--- src/hdl/rsdn_pkg.sv ---
// Package: shared constants, types and state codes for the RootSIFT normalizer.
package rsdn_pkg;

  localparam int unsigned DescLenDefault     = 128;
  localparam int unsigned OutFracBitsDefault = 16;
  localparam int unsigned StoreDepth         = 64;
  localparam int unsigned SumW               = 23;
  localparam int unsigned ElemW              = 16;

  typedef enum logic [1:0] {
    ST_LOAD,
    ST_EMIT,
    ST_WAIT
  } rsdn_state_t;

  // Control from the sequencer to each lane.
  typedef struct packed {
    logic start;
  } rsdn_lane_ctl_t;

endpackage

--- src/hdl/rsdn_lane.sv ---
// Lane: divides one element by the row sum and takes the square root, bit-serial.
module rsdn_lane #(
  parameter int unsigned OUT_FRAC_BITS = rsdn_pkg::OutFracBitsDefault
) (
  input  logic                              clk,
  input  logic                              rst_n,
  input  rsdn_pkg::rsdn_lane_ctl_t          ctl,
  input  logic [rsdn_pkg::ElemW-1:0]        elem,
  input  logic [rsdn_pkg::SumW-1:0]         sum,
  output logic                              done,
  output logic [rsdn_pkg::ElemW-1:0]        result
);
  import rsdn_pkg::*;

  localparam int unsigned QW   = ElemW + 2 * OUT_FRAC_BITS;  // quotient width
  localparam int unsigned RW   = QW / 2 + 1;                 // root width
  localparam int unsigned DCNT = QW;
  localparam int unsigned SCNT = QW / 2 + (QW % 2);
  localparam int unsigned CW   = $clog2(DCNT + SCNT + 2);
  localparam logic [RW-1:0] SAT_OVER = RW'((OUT_FRAC_BITS >= ElemW) ?
                                       ((1 << ElemW) - 1) : ((1 << OUT_FRAC_BITS) - 1));

  logic [QW-1:0]   dividend_r, dividend_nxt;
  logic [SumW:0]   rem_r, rem_nxt;
  logic [QW+1:0]   sq_r, sq_nxt;          // radicand, shifted two bits a step
  logic [RW+1:0]   srem_r, srem_nxt;
  logic [RW-1:0]   root_r, root_nxt;
  logic [CW-1:0]   cnt_r, cnt_nxt;
  logic            busy_r, busy_nxt;
  logic            done_r, done_nxt;
  logic [SumW:0]   rem_sh;
  logic [RW+1:0]   s_try, s_sh;

  // Step one digit of the divide, then of the square root.
  always_comb begin
    dividend_nxt = dividend_r;
    rem_nxt      = rem_r;
    sq_nxt       = sq_r;
    srem_nxt     = srem_r;
    root_nxt     = root_r;
    cnt_nxt      = cnt_r;
    busy_nxt     = busy_r;
    done_nxt     = 1'b0;
    rem_sh       = {rem_r[SumW-1:0], dividend_r[QW-1]};
    s_sh         = {srem_r[RW-1:0], sq_r[QW+1:QW]};
    s_try        = {root_r, 2'b01};
    if (ctl.start) begin
      dividend_nxt = {elem, {(2*OUT_FRAC_BITS){1'b0}}};
      rem_nxt      = '0;
      srem_nxt     = '0;
      root_nxt     = '0;
      cnt_nxt      = '0;
      busy_nxt     = 1'b1;
    end else if (busy_r) begin
      cnt_nxt = cnt_r + 1'b1;
      if (cnt_r < CW'(DCNT)) begin
        dividend_nxt = {dividend_r[QW-2:0], 1'b0};
        if (rem_sh >= {1'b0, sum}) begin
          rem_nxt = rem_sh - {1'b0, sum};
          dividend_nxt[0] = 1'b1;
        end else begin
          rem_nxt = rem_sh;
        end
      end else if (cnt_r == CW'(DCNT)) begin
        // Load the quotient at the top of the radicand; its width is always even.
        sq_nxt = {dividend_r, 2'b00};
        if (sum == '0) sq_nxt = '0;
      end else begin
        sq_nxt = {sq_r[QW-1:0], 2'b00};
        if (s_sh >= s_try) begin
          srem_nxt = s_sh - s_try;
          root_nxt = {root_r[RW-2:0], 1'b1};
        end else begin
          srem_nxt = s_sh;
          root_nxt = {root_r[RW-2:0], 1'b0};
        end
        if (cnt_r == CW'(DCNT + SCNT)) begin
          busy_nxt = 1'b0;
          done_nxt = 1'b1;
        end
      end
    end
  end

  always_ff @(posedge clk) begin
    if (!rst_n) begin
      busy_r <= 1'b0;
      done_r <= 1'b0;
      cnt_r  <= '0;
    end else begin
      busy_r <= busy_nxt;
      done_r <= done_nxt;
      cnt_r  <= cnt_nxt;
    end
    dividend_r <= dividend_nxt;
    rem_r      <= rem_nxt;
    sq_r       <= sq_nxt;
    srem_r     <= srem_nxt;
    root_r     <= root_nxt;
  end

  assign done   = done_r;
  assign result = (root_r > SAT_OVER) ? ElemW'(SAT_OVER) : ElemW'(root_r);

endmodule

--- src/hdl/rootsift_descriptor_normalize.sv ---
// Top level: row store, L1 sum, sequencer and two normalizing lanes.
// Pairs stream in at one per cycle while the row loads, each stored and added to a
// 23-bit L1 sum. On the pair marked tlast the block stops taking input and emits
// one transaction per stored pair. Each emitted pair runs through two bit-serial
// lanes (divide, then square root), one per element, after the store read, and the
// results go to one output register. The next pair is launched only after the
// previous result has been taken, so a stall on the result side holds the row.
// Pairs beyond DESC_LEN/2 (at most 64) are dropped but their tlast closes the row.
module rootsift_descriptor_normalize #(
  parameter int unsigned DESC_LEN      = rsdn_pkg::DescLenDefault,
  parameter int unsigned OUT_FRAC_BITS = rsdn_pkg::OutFracBitsDefault
) (
  input  logic        clk,
  input  logic        rst_n,
  input  logic        in_tvalid,
  output logic        in_tready,
  input  logic [31:0] in_tdata,   // elem_a [15:0], elem_b [31:16]
  input  logic        in_tlast,   // row_end
  output logic        out_tvalid,
  input  logic        out_tready,
  output logic [31:0] out_tdata,  // norm_a [15:0], norm_b [31:16]
  output logic        out_tlast   // last_pair
);
  import rsdn_pkg::*;

  localparam int unsigned CAP = (DESC_LEN / 2 > StoreDepth) ? StoreDepth : DESC_LEN / 2;
  localparam int unsigned AW  = $clog2(StoreDepth);

  logic [31:0]      store_mem [StoreDepth];
  logic [31:0]      rd_data_r;
  logic [AW:0]      cnt_r, cnt_nxt;
  logic [AW:0]      idx_r, idx_nxt;
  logic [SumW-1:0]  sum_r, sum_nxt;
  rsdn_state_t      st_r, st_nxt;
  logic             rd_go_r, rd_go_nxt;
  logic             start_r;
  logic             ov_r, ov_nxt;
  logic             last_r, last_nxt;
  rsdn_lane_ctl_t   lane_ctl;
  logic             done_a, done_b;
  logic [ElemW-1:0] res_a, res_b;
  logic             in_acc, out_acc, store_wr;

  assign in_acc   = in_tvalid && in_tready;
  assign out_acc  = out_tvalid && out_tready;
  assign store_wr = in_acc && (cnt_r < (AW+1)'(CAP));

  // Write one pair per input transaction below capacity, read the pair at the emit index.
  always_ff @(posedge clk) begin
    if (store_wr) store_mem[cnt_r[AW-1:0]] <= in_tdata;
    rd_data_r <= store_mem[idx_r[AW-1:0]];
  end

  // Next state.
  always_comb begin
    st_nxt = st_r;
    unique case (st_r)
      ST_LOAD: if (in_acc && in_tlast) st_nxt = (cnt_nxt == '0) ? ST_LOAD : ST_EMIT;
      ST_EMIT: if (done_a) st_nxt = ST_WAIT;
      ST_WAIT: if (out_acc) st_nxt = (last_r) ? ST_LOAD : ST_EMIT;
      default: st_nxt = ST_LOAD;
    endcase
  end

  // Counters, sum and lane launch.
  always_comb begin
    cnt_nxt   = cnt_r;
    sum_nxt   = sum_r;
    idx_nxt   = idx_r;
    rd_go_nxt = 1'b0;
    ov_nxt    = ov_r;
    last_nxt  = last_r;
    if (store_wr) begin
      cnt_nxt = cnt_r + 1'b1;
      sum_nxt = sum_r + SumW'(in_tdata[15:0]) + SumW'(in_tdata[31:16]);
    end
    unique case (st_r)
      ST_LOAD: begin
        if (in_acc && in_tlast) begin
          idx_nxt = '0;
          if (cnt_nxt != '0) rd_go_nxt = 1'b1;
          else sum_nxt = '0;
        end
      end
      ST_EMIT: begin
        if (done_a) begin
          ov_nxt   = 1'b1;
          last_nxt = (idx_r + 1'b1 == cnt_r);
        end
      end
      ST_WAIT: begin
        if (out_acc) begin
          ov_nxt = 1'b0;
          if (last_r) begin
            cnt_nxt = '0;
            sum_nxt = '0;
          end else begin
            idx_nxt   = idx_r + 1'b1;
            rd_go_nxt = 1'b1;
          end
        end
      end
      default: ;
    endcase
  end

  always_ff @(posedge clk) begin
    if (!rst_n) begin
      st_r    <= ST_LOAD;
      cnt_r   <= '0;
      sum_r   <= '0;
      idx_r   <= '0;
      rd_go_r <= 1'b0;
      start_r <= 1'b0;
      ov_r    <= 1'b0;
      last_r  <= 1'b0;
    end else begin
      st_r    <= st_nxt;
      cnt_r   <= cnt_nxt;
      sum_r   <= sum_nxt;
      idx_r   <= idx_nxt;
      rd_go_r <= rd_go_nxt;
      start_r <= rd_go_r;
      ov_r    <= ov_nxt;
      last_r  <= last_nxt;
    end
  end

  // Outputs of the sequencer.
  always_comb begin
    in_tready = (st_r == ST_LOAD);
  end

  // The read word is valid in the cycle after the address, when start is high.
  assign lane_ctl.start = start_r;

  rsdn_lane #(.OUT_FRAC_BITS(OUT_FRAC_BITS)) u_lane_a (
    .clk(clk), .rst_n(rst_n), .ctl(lane_ctl), .elem(rd_data_r[15:0]),
    .sum(sum_r), .done(done_a), .result(res_a));

  rsdn_lane #(.OUT_FRAC_BITS(OUT_FRAC_BITS)) u_lane_b (
    .clk(clk), .rst_n(rst_n), .ctl(lane_ctl), .elem(rd_data_r[31:16]),
    .sum(sum_r), .done(done_b), .result(res_b));

  // Merge the lane results into one output register.
  logic [31:0] out_data_r;
  always_ff @(posedge clk) begin
    if (done_a) out_data_r <= {res_b, res_a};
  end

  assign out_tvalid = ov_r;
  assign out_tdata  = out_data_r;
  assign out_tlast  = last_r;

`ifndef SYNTHESIS
  a_lanes_lockstep: assert property (@(posedge clk) disable iff (!rst_n) done_a == done_b)
    else $error("lanes out of step");
  a_no_input_while_emit: assert property (@(posedge clk) disable iff (!rst_n)
    out_tvalid |-> !in_tready)
    else $error("input taken during emit");
  a_cnt_cap: assert property (@(posedge clk) disable iff (!rst_n)
    cnt_r <= (AW+1)'(CAP))
    else $error("pair count beyond capacity");
`endif

endmodule
--- config.mk ---
export PLATFORM = sky130hd
export DESIGN_NAME = rootsift_descriptor_normalize
export DESIGN_NICKNAME = d
export VERILOG_FILES = /design/src/hdl/rsdn_pkg.sv /design/src/hdl/rsdn_lane.sv /design/src/hdl/rootsift_descriptor_normalize.sv
export SDC_FILE = /design/constraint.sdc
export NUM_CORES = 2
export LEC_CHECK = 0
export ABC_AREA = 1
export BUFFER_PORTS_ARGS = -buffer_cell sky130_fd_sc_hd__buf_2
export CORE_ASPECT_RATIO = 1.4
export CORE_MARGIN = 8
export CORE_UTILIZATION = 40
export CTS_CLUSTER_DIAMETER = 30
export DETAILED_ROUTE_END_ITERATION = 7
export MAX_ROUTING_LAYER = met4
export PLACE_DENSITY = 0.56
export REMOVE_ABC_BUFFERS = 1
export SYNTH_ARGS = -nofsm -noshare
export SYNTH_HDL_FRONTEND = slang
export SYNTH_SLANG_ARGS = --single-unit
--- constraint.sdc ---
create_clock -name clk -period 11 [get_ports clk]
set_input_delay 2.2 -clock clk [delete_from_list [all_inputs] [get_ports clk]]
set_output_delay 2.2 -clock clk [all_outputs]
set_load 0.02 [all_outputs]
Yosys cells after proc, flatten, opt, wreduce, memory -nomap -nowiden
Memory sizes are Yosys's and may differ from the RTL's. A register that Yosys moved wholly into a read port is not among the register bits.
Cells that the tools add are included.
{ "classes": {"n_mux": 59, "eq_ne": 11, "add_sub_neg": 10, "magnitude_cmp": 9, "n_bitwise": 7, "n_reduce_logical": 28} }
{ "op_table": {"columns": ["cell", "count"], "rows": [
  ["2-to-1 mux 48 bit", 6],
  ["2-to-1 mux 50 bit", 4],
  ["2-to-1 mux 23 bit", 7],
  [">= comparator 27 bit", 2],
  ["> comparator 25 x 16 -> 1 bit, second input constant", 2],
  ["2-to-1 mux 25 bit", 2],
  ["subtractor 25 bit", 2],
  ["2-to-1 mux 7 bit", 7],
  [">= comparator 24 x 23 -> 1 bit", 2],
  ["adder 23 x 16 -> 23 bit", 2],
  ["one-hot mux 23 bit (2 select lines)", 1],
  ["subtractor 23 bit", 2],
  ["adder 7 x 1 -> 7 bit, second input constant", 4],
  ["2-to-1 mux 1 bit", 25],
  ["zero test 23 bit", 1],
  ["AND reduction 3 bit", 6],
  ["equality test 7 x 6 -> 1 bit, second input constant", 2],
  ["equality test 7 bit, second input constant", 2],
  ["less-than comparator 7 x 6 -> 1 bit, second input constant", 2],
  ["one-hot mux 7 bit (2 select lines)", 1],
  ["nonzero test 2 bit", 6],
  ["AND reduction 2 bit", 5],
  ["equality test 7 bit", 1],
  ["zero test 7 bit", 1],
  ["15 further kinds", 29]
]} }
{ "totals": {"word_cells": 154, "output_inout_bits": 35, "input_bits": 37, "mem_count": 1, "reg_bits": 434, "mem_bits_rw": 2048} }
{ "mem_list": {"columns": ["name", "depth", "width", "rd", "rd_ports_with_merged_regs", "wr", "line_no", "source"], "rows": [
  ["store_mem", 64, 32, 1, 1, 1, "rootsift_descriptor_normalize.sv:29", "logic [31:0] store_mem [StoreDepth];"]
]} }

Depth between registers and ports, before layout
{ "depth": {"word_depth": 11, "ltp_mapped": 16, "depth_no_buf": 16} }

Modules after synthesis
Synthesis repeated with hierarchy kept, for this count alone.
{ "hier_totals": {"cells_unflattened": 9788, "hier_area_um2": 106434.6} }
{ "by_module_without_submodules": {"columns": ["mod", "instances", "area_per_inst_um2", "cells_per_inst", "seq_area_each_um2"], "rows": [
  ["rootsift_descriptor_normalize", 1, 85472.0, 6820, 63961.3],
  ["rsdn_lane (u_lane_b)", 1, 10495.1, 1496, 4204.0],
  ["rsdn_lane (u_lane_a)", 1, 10467.5, 1472, 4204.0]
]} }

Worst setup path after synthesis
OpenSTA, ideal clock, no wires.
{ "synth_path": {"path_kind": "input -> register", "from": "input in_tvalid", "to": "memory store_mem[31][0] (enable)", "t_required_ns": 10.539, "arrival_ns": 4.975, "setup_slack_ns": 5.564, "path_stages": 6, "cell_sequence": "nand2_2 > nor2_2 > nand2_1 > nor2_1 > inv_1 > nor3_1"} }
{ "synth_between": {"elab_chain_cells": 4} }
{ "synth_lines": {"columns": ["item", "line_no", "source"], "rows": [
  ["start, declared", "rootsift_descriptor_normalize.sv:15", "input logic in_tvalid,"],
  ["logical AND 1 bit", "rootsift_descriptor_normalize.sv:44", "assign in_acc = in_tvalid && in_tready;"],
  ["logical AND 1 bit", "rootsift_descriptor_normalize.sv:46", "assign store_wr = in_acc && (cnt_r < (AW+1)'(CAP));"],
  ["2-to-1 mux 1 bit", "rootsift_descriptor_normalize.sv:50", "if (store_wr) store_mem[cnt_r[AW-1:0]] <= in_tdata;"],
  ["2-to-1 mux 1 bit (not written as such)", "rootsift_descriptor_normalize.sv:50", null],
  ["end, declared", "rootsift_descriptor_normalize.sv:29", null]
]} }
No other way between the ends.

==> out/metrics.csv <==
stage,metric,value,unit
outcome,run_status,finished clean,
sta,slew_headroom,13.9,%
route,drt_first_pass_iters,6,
critical_path,arrival,5.73,ns
layout,area.growth.synth_to_final,17.9,%
min_path,hold_path.startpoint,rd_go_r,
critical_path,critPathCaptureType,register,
power_and_ir_drop,power.leakage,45.2,nW
floorplanning,initial_core_util,40.2,%
floorplanning,design.die.area,0.281,mm^2
floorplanning,die_width,451,um
cts,cts.path.max_buffers,4,
route,remaining_drc_errors,0,
placed_design,gp_routability_congestion,0.912,
logic_synthesis,synth.yosys.seq_area_share,68.4,%
critical_path,crit_path_max_fanout,151,
grt,grt_pass1_wl,486000,um
logic_synthesis,distinct_cells_synth,47,
logic_synthesis,syn_avg_cell_area,11.0,um^2
cts,tritoncts,yes,
route,routed-via-count,75400,
logic_synthesis,synth_ff_type,sky130_fd_sc_hd__edfxtp_1,
min_path,worstHoldPathCells,2,
grt,number_of_antenna_violations_at_the_first_check_in_global_routing,18,
power_and_ir_drop,flop_pwr_share,38.9,%
sta,maxSlewViolCount,0,
sta,timing.final.setup_violations,0,
critical_path,timing.reg2reg.worst_path_depth,10,
power_and_ir_drop,power.net_switching,7.29,mW
cts,clock_latency,0.94,ns
power_and_ir_drop,power_density,222,mW/mm^2
sta,clock.fmax,0.206,GHz
critical_path,crit_top_cell,sky130_fd_sc_hd__nand3_1,
critical_path,critical-path-max-stage-delay,0.82,ns
critical_path,crit_path_cell_trace,buf_12 -> buf_4 -> buf_4 -> o21ai_0 -> o22ai_1 -> nand2_1 -> nand3_1 -> nand3_1 -> nand3_1 -> and2_1,
critical_path,regToRegEndpoint,rd_data_r[4],
logic_synthesis,ys_ff_latch,2510,
route,viasPerCell,5.56,
cts,clkSinkCount,2510,
cts,worst_setup_hold_path_clk_slew,0.05,ns
critical_path,setup.worst_path.class,register to register,
grt,groute.usage.overall,23.4,%
route,drt_first_iter_violations,7419,
route,wire_per_inst,24.7,um
floorplanning,core_region_area,0.263,mm^2
sta,setup_repair_after_global_routing_missed_its_margin,no,
floorplanning,die_y,625,um
placed_design,dp_hpwl,197000,um
sta,period_minus_slack,4.87,ns
cts,htree_levels,5,
logic_synthesis,total_standard_cell_area_after_synthesis,0.106,mm^2
power_and_ir_drop,max-vdd-ir-drop,0.127,mV
floorplanning,top_level_ports,72,
cts,postCtsHoldBufs,0,
logic_synthesis,synth_edf_count,2208,
grt,grt_overflow,0,
min_path,hold_class,register to register,
placed_design,port-buffer-count,71,
floorplanning,core.rowCount,223,
sta,fin_worst_hold_slack,0.413,ns
cts,cts_setup_buffers,0,
power_and_ir_drop,clkPwrFrac,48.5,%
power_and_ir_drop,combinational_power_share,12.7,%
cts,tritoncts_buffer_count,413,
cts,cts_root_buffer,sky130_fd_sc_hd__clkbuf_16,
sta,max_slew.worst_pin.slew,1.29,ns
critical_path,required,11.86,ns
logic_synthesis,yosys_warnings,0,
cts,postCtsResizedCells,0,
power_and_ir_drop,power.internal,20.4,mW
power_and_ir_drop,p_sw_share,26.3,%
job,max_cap_viol_count,0,
logic_synthesis,synthesis.instances,9612,
sta,final_min_period_over_clock_period,44.2,%
sta,finalClockSkew,0.0858,ns
critical_path,worst_path_max_delay_cell,sky130_fd_sc_hd__buf_4,
critical_path,crit-reg2reg-launch,idx_r[0],
sta,timing.setup.tns,0,ns
critical_path,cp_top_family,buffers and inverters,
route,antenna_left,0,
min_path,worst_hold_path.endpoint,lane_ctl,
grt,grt_pass1_vias,74700,
layout,post_route_cells_drive_above_1_share,10.4,%
route,routed_wl,335000,um
layout,layout.nets,9899,
logic_synthesis,asyncSetResetFlopFracSynth,0,%
sta,timing_hold_violations_final,0,
critical_path,rrSetupSlack,6.13,ns
critical_path,startpoint_type,register,
critical_path,worst-path-buf-inv,3,
grt,grt_max_degree,164,
## worst max-delay path by stage
stage                           start           endpoint  slack, ns  cells past startpoint
after CTS                    idx_r[0]       rd_data_r[3]       6.29                     10
final                        idx_r[0]       rd_data_r[4]       6.13                     10
after global placement    in_tdata[1]          sum_r[15]       5.48                     16
after global routing         idx_r[0]       rd_data_r[7]       6.00                     10
after floorplan              idx_r[0]      rd_data_r[30]     -27.87                      8
after detailed placement    in_tvalid  store_mem[25][12]       5.60                      8
## synthesized netlist by cell type (all sizes together) (19+ instances only)
library cell	n	area (um^2)
edfxtp	2208	66300
nand2	1486	5590
nor2	1366	5150
o21ai	1346	6740
o22ai	578	3620
inv	552	2070
nand3	525	2640
clkbuf	354	1330
dfxtp	302	6050
a21oi	244	1220
buf	203	1050
ha	122	1530
nand4	61	382
o211ai	43	323
xor2	40	350
nor3	33	170
and2	28	175
xnor2	25	219
fa	19	380
o21bai	19	143
## cells in the final DEF, fill, tap and decap left out, types with 25 or more instances in the layout
cell type and count:
sky130_fd_sc_hd__edfxtp_1 2208, sky130_fd_sc_hd__nand2_1 1481, sky130_fd_sc_hd__nor2_1 1299, sky130_fd_sc_hd__o21ai_0 1269, sky130_fd_sc_hd__o22ai_1 578, sky130_fd_sc_hd__inv_1 541, sky130_fd_sc_hd__nand3_1 521, sky130_fd_sc_hd__clkbuf_16 419
sky130_fd_sc_hd__dfxtp_1 294, sky130_fd_sc_hd__a21oi_1 243, sky130_fd_sc_hd__buf_4 171, sky130_fd_sc_hd__ha_1 122, sky130_fd_sc_hd__o21ai_1 77, sky130_fd_sc_hd__buf_2 71, sky130_fd_sc_hd__bufinv_16 68, sky130_fd_sc_hd__nor2_4 62
sky130_fd_sc_hd__nand4_1 61, sky130_fd_sc_hd__clkinv_2 49, sky130_fd_sc_hd__inv_6 46, sky130_fd_sc_hd__clkinvlp_4 46, sky130_fd_sc_hd__clkinv_1 43, sky130_fd_sc_hd__o211ai_1 43, sky130_fd_sc_hd__clkbuf_1 43, sky130_fd_sc_hd__xor2_1 40
sky130_fd_sc_hd__clkinv_4 33, sky130_fd_sc_hd__and2_1 27, sky130_fd_sc_hd__nor3_1 25, sky130_fd_sc_hd__xnor2_1 25
## stage by stage
step / cells / area [um^2] / setup WS [ns] / utilization [%] / power, mW
CTS: 13600 / 125000 / 6.29 / 47.3 / 27.8
floorplan: 9055 / 103000 / -27.87 / - / 13.3
detailed placement: 12800 / 110000 / 5.60 / 41.8 / 14.4
global placement: 12800 / 110000 / 5.48 / 41.8 / 14.4
global route: 13600 / 125000 / 6.00 / 47.3 / 28.7
finish: 13600 / 125000 / 6.13 / 47.3 / 27.7
## kinds of logic (layout without fill, tap and decap cells)
| group | after synthesis | after routing | synth area share [%] |
|---|---|---|---|
| fa+ha+maj | 141 | 141 | 1.80 |
| buf+inv | 1113 | 1573 | 4.23 |
| other cells | 0 | 7 | 0 |
| compound gates | 2250 | 2250 | 11.5 |
| flops | 2510 | 2510 | 68.4 |
| xor+xnor | 65 | 65 | 0.538 |
| mux | 1 | 1 | 0.00946 |
| simple gates | 3532 | 3532 | 13.5 |
## layout make-up
class,instances,area (um^2)
Sequential cell,2510,72400
Inverter,556,2120
Fill cell,23800,139000
Clock inverter,299,3790
Antenna cell,7,17.5
Clock buffer,467,10700
Timing Repair Buffer,251,1820
Multi-Input combinational cell,5989,29500
Tap cell,3487,4360
## power by group through the flow
stage                     registers, mW  clock network, mW  logic, mW
after detailed placement           10.9                  0       3.48
after floorplan                    10.9                  0       2.44
after CTS                          10.8               13.5       3.50
after global placement             10.9                  0       3.47
after global routing               10.8               13.9       3.95
final                              10.8               13.4       3.50
## state kept, by name, summed over array words and instances, names as in the netlist, 23 cells and up
signal               count
out_tdata               32
u_lane_a.srem_r         25
u_lane_b.root_r         25
sum_r                   23
u_lane_b.dividend_r     48
store_mem             2048
u_lane_a.root_r         25
u_lane_a.rem_r          23
rd_data_r               32
u_lane_b.sq_r           48
u_lane_b.srem_r         25
u_lane_b.rem_r          23
u_lane_a.dividend_r     48
u_lane_a.sq_r           48
## metal layers
| layer | global-route usage, % | part of all wire [%] | routed length [um] |
|---|---|---|---|
| met5 | - | 0 | 0 |
| met4 | 12.6 | 6.2 | 20700 |
| met3 | 3.18 | 6.4 | 21400 |
| met2 | 39.8 | 49 | 165000 |
| met1 | 27.0 | 38 | 127000 |
## tightest hold or removal path, delay by kind of cell, from the launching register on
kind,cells,cell delay (ns)
flops,1,0.29
buf+inv,1,0.03
simple gates,1,0.05
Note: power is estimated with default switching activity, not from simulation.
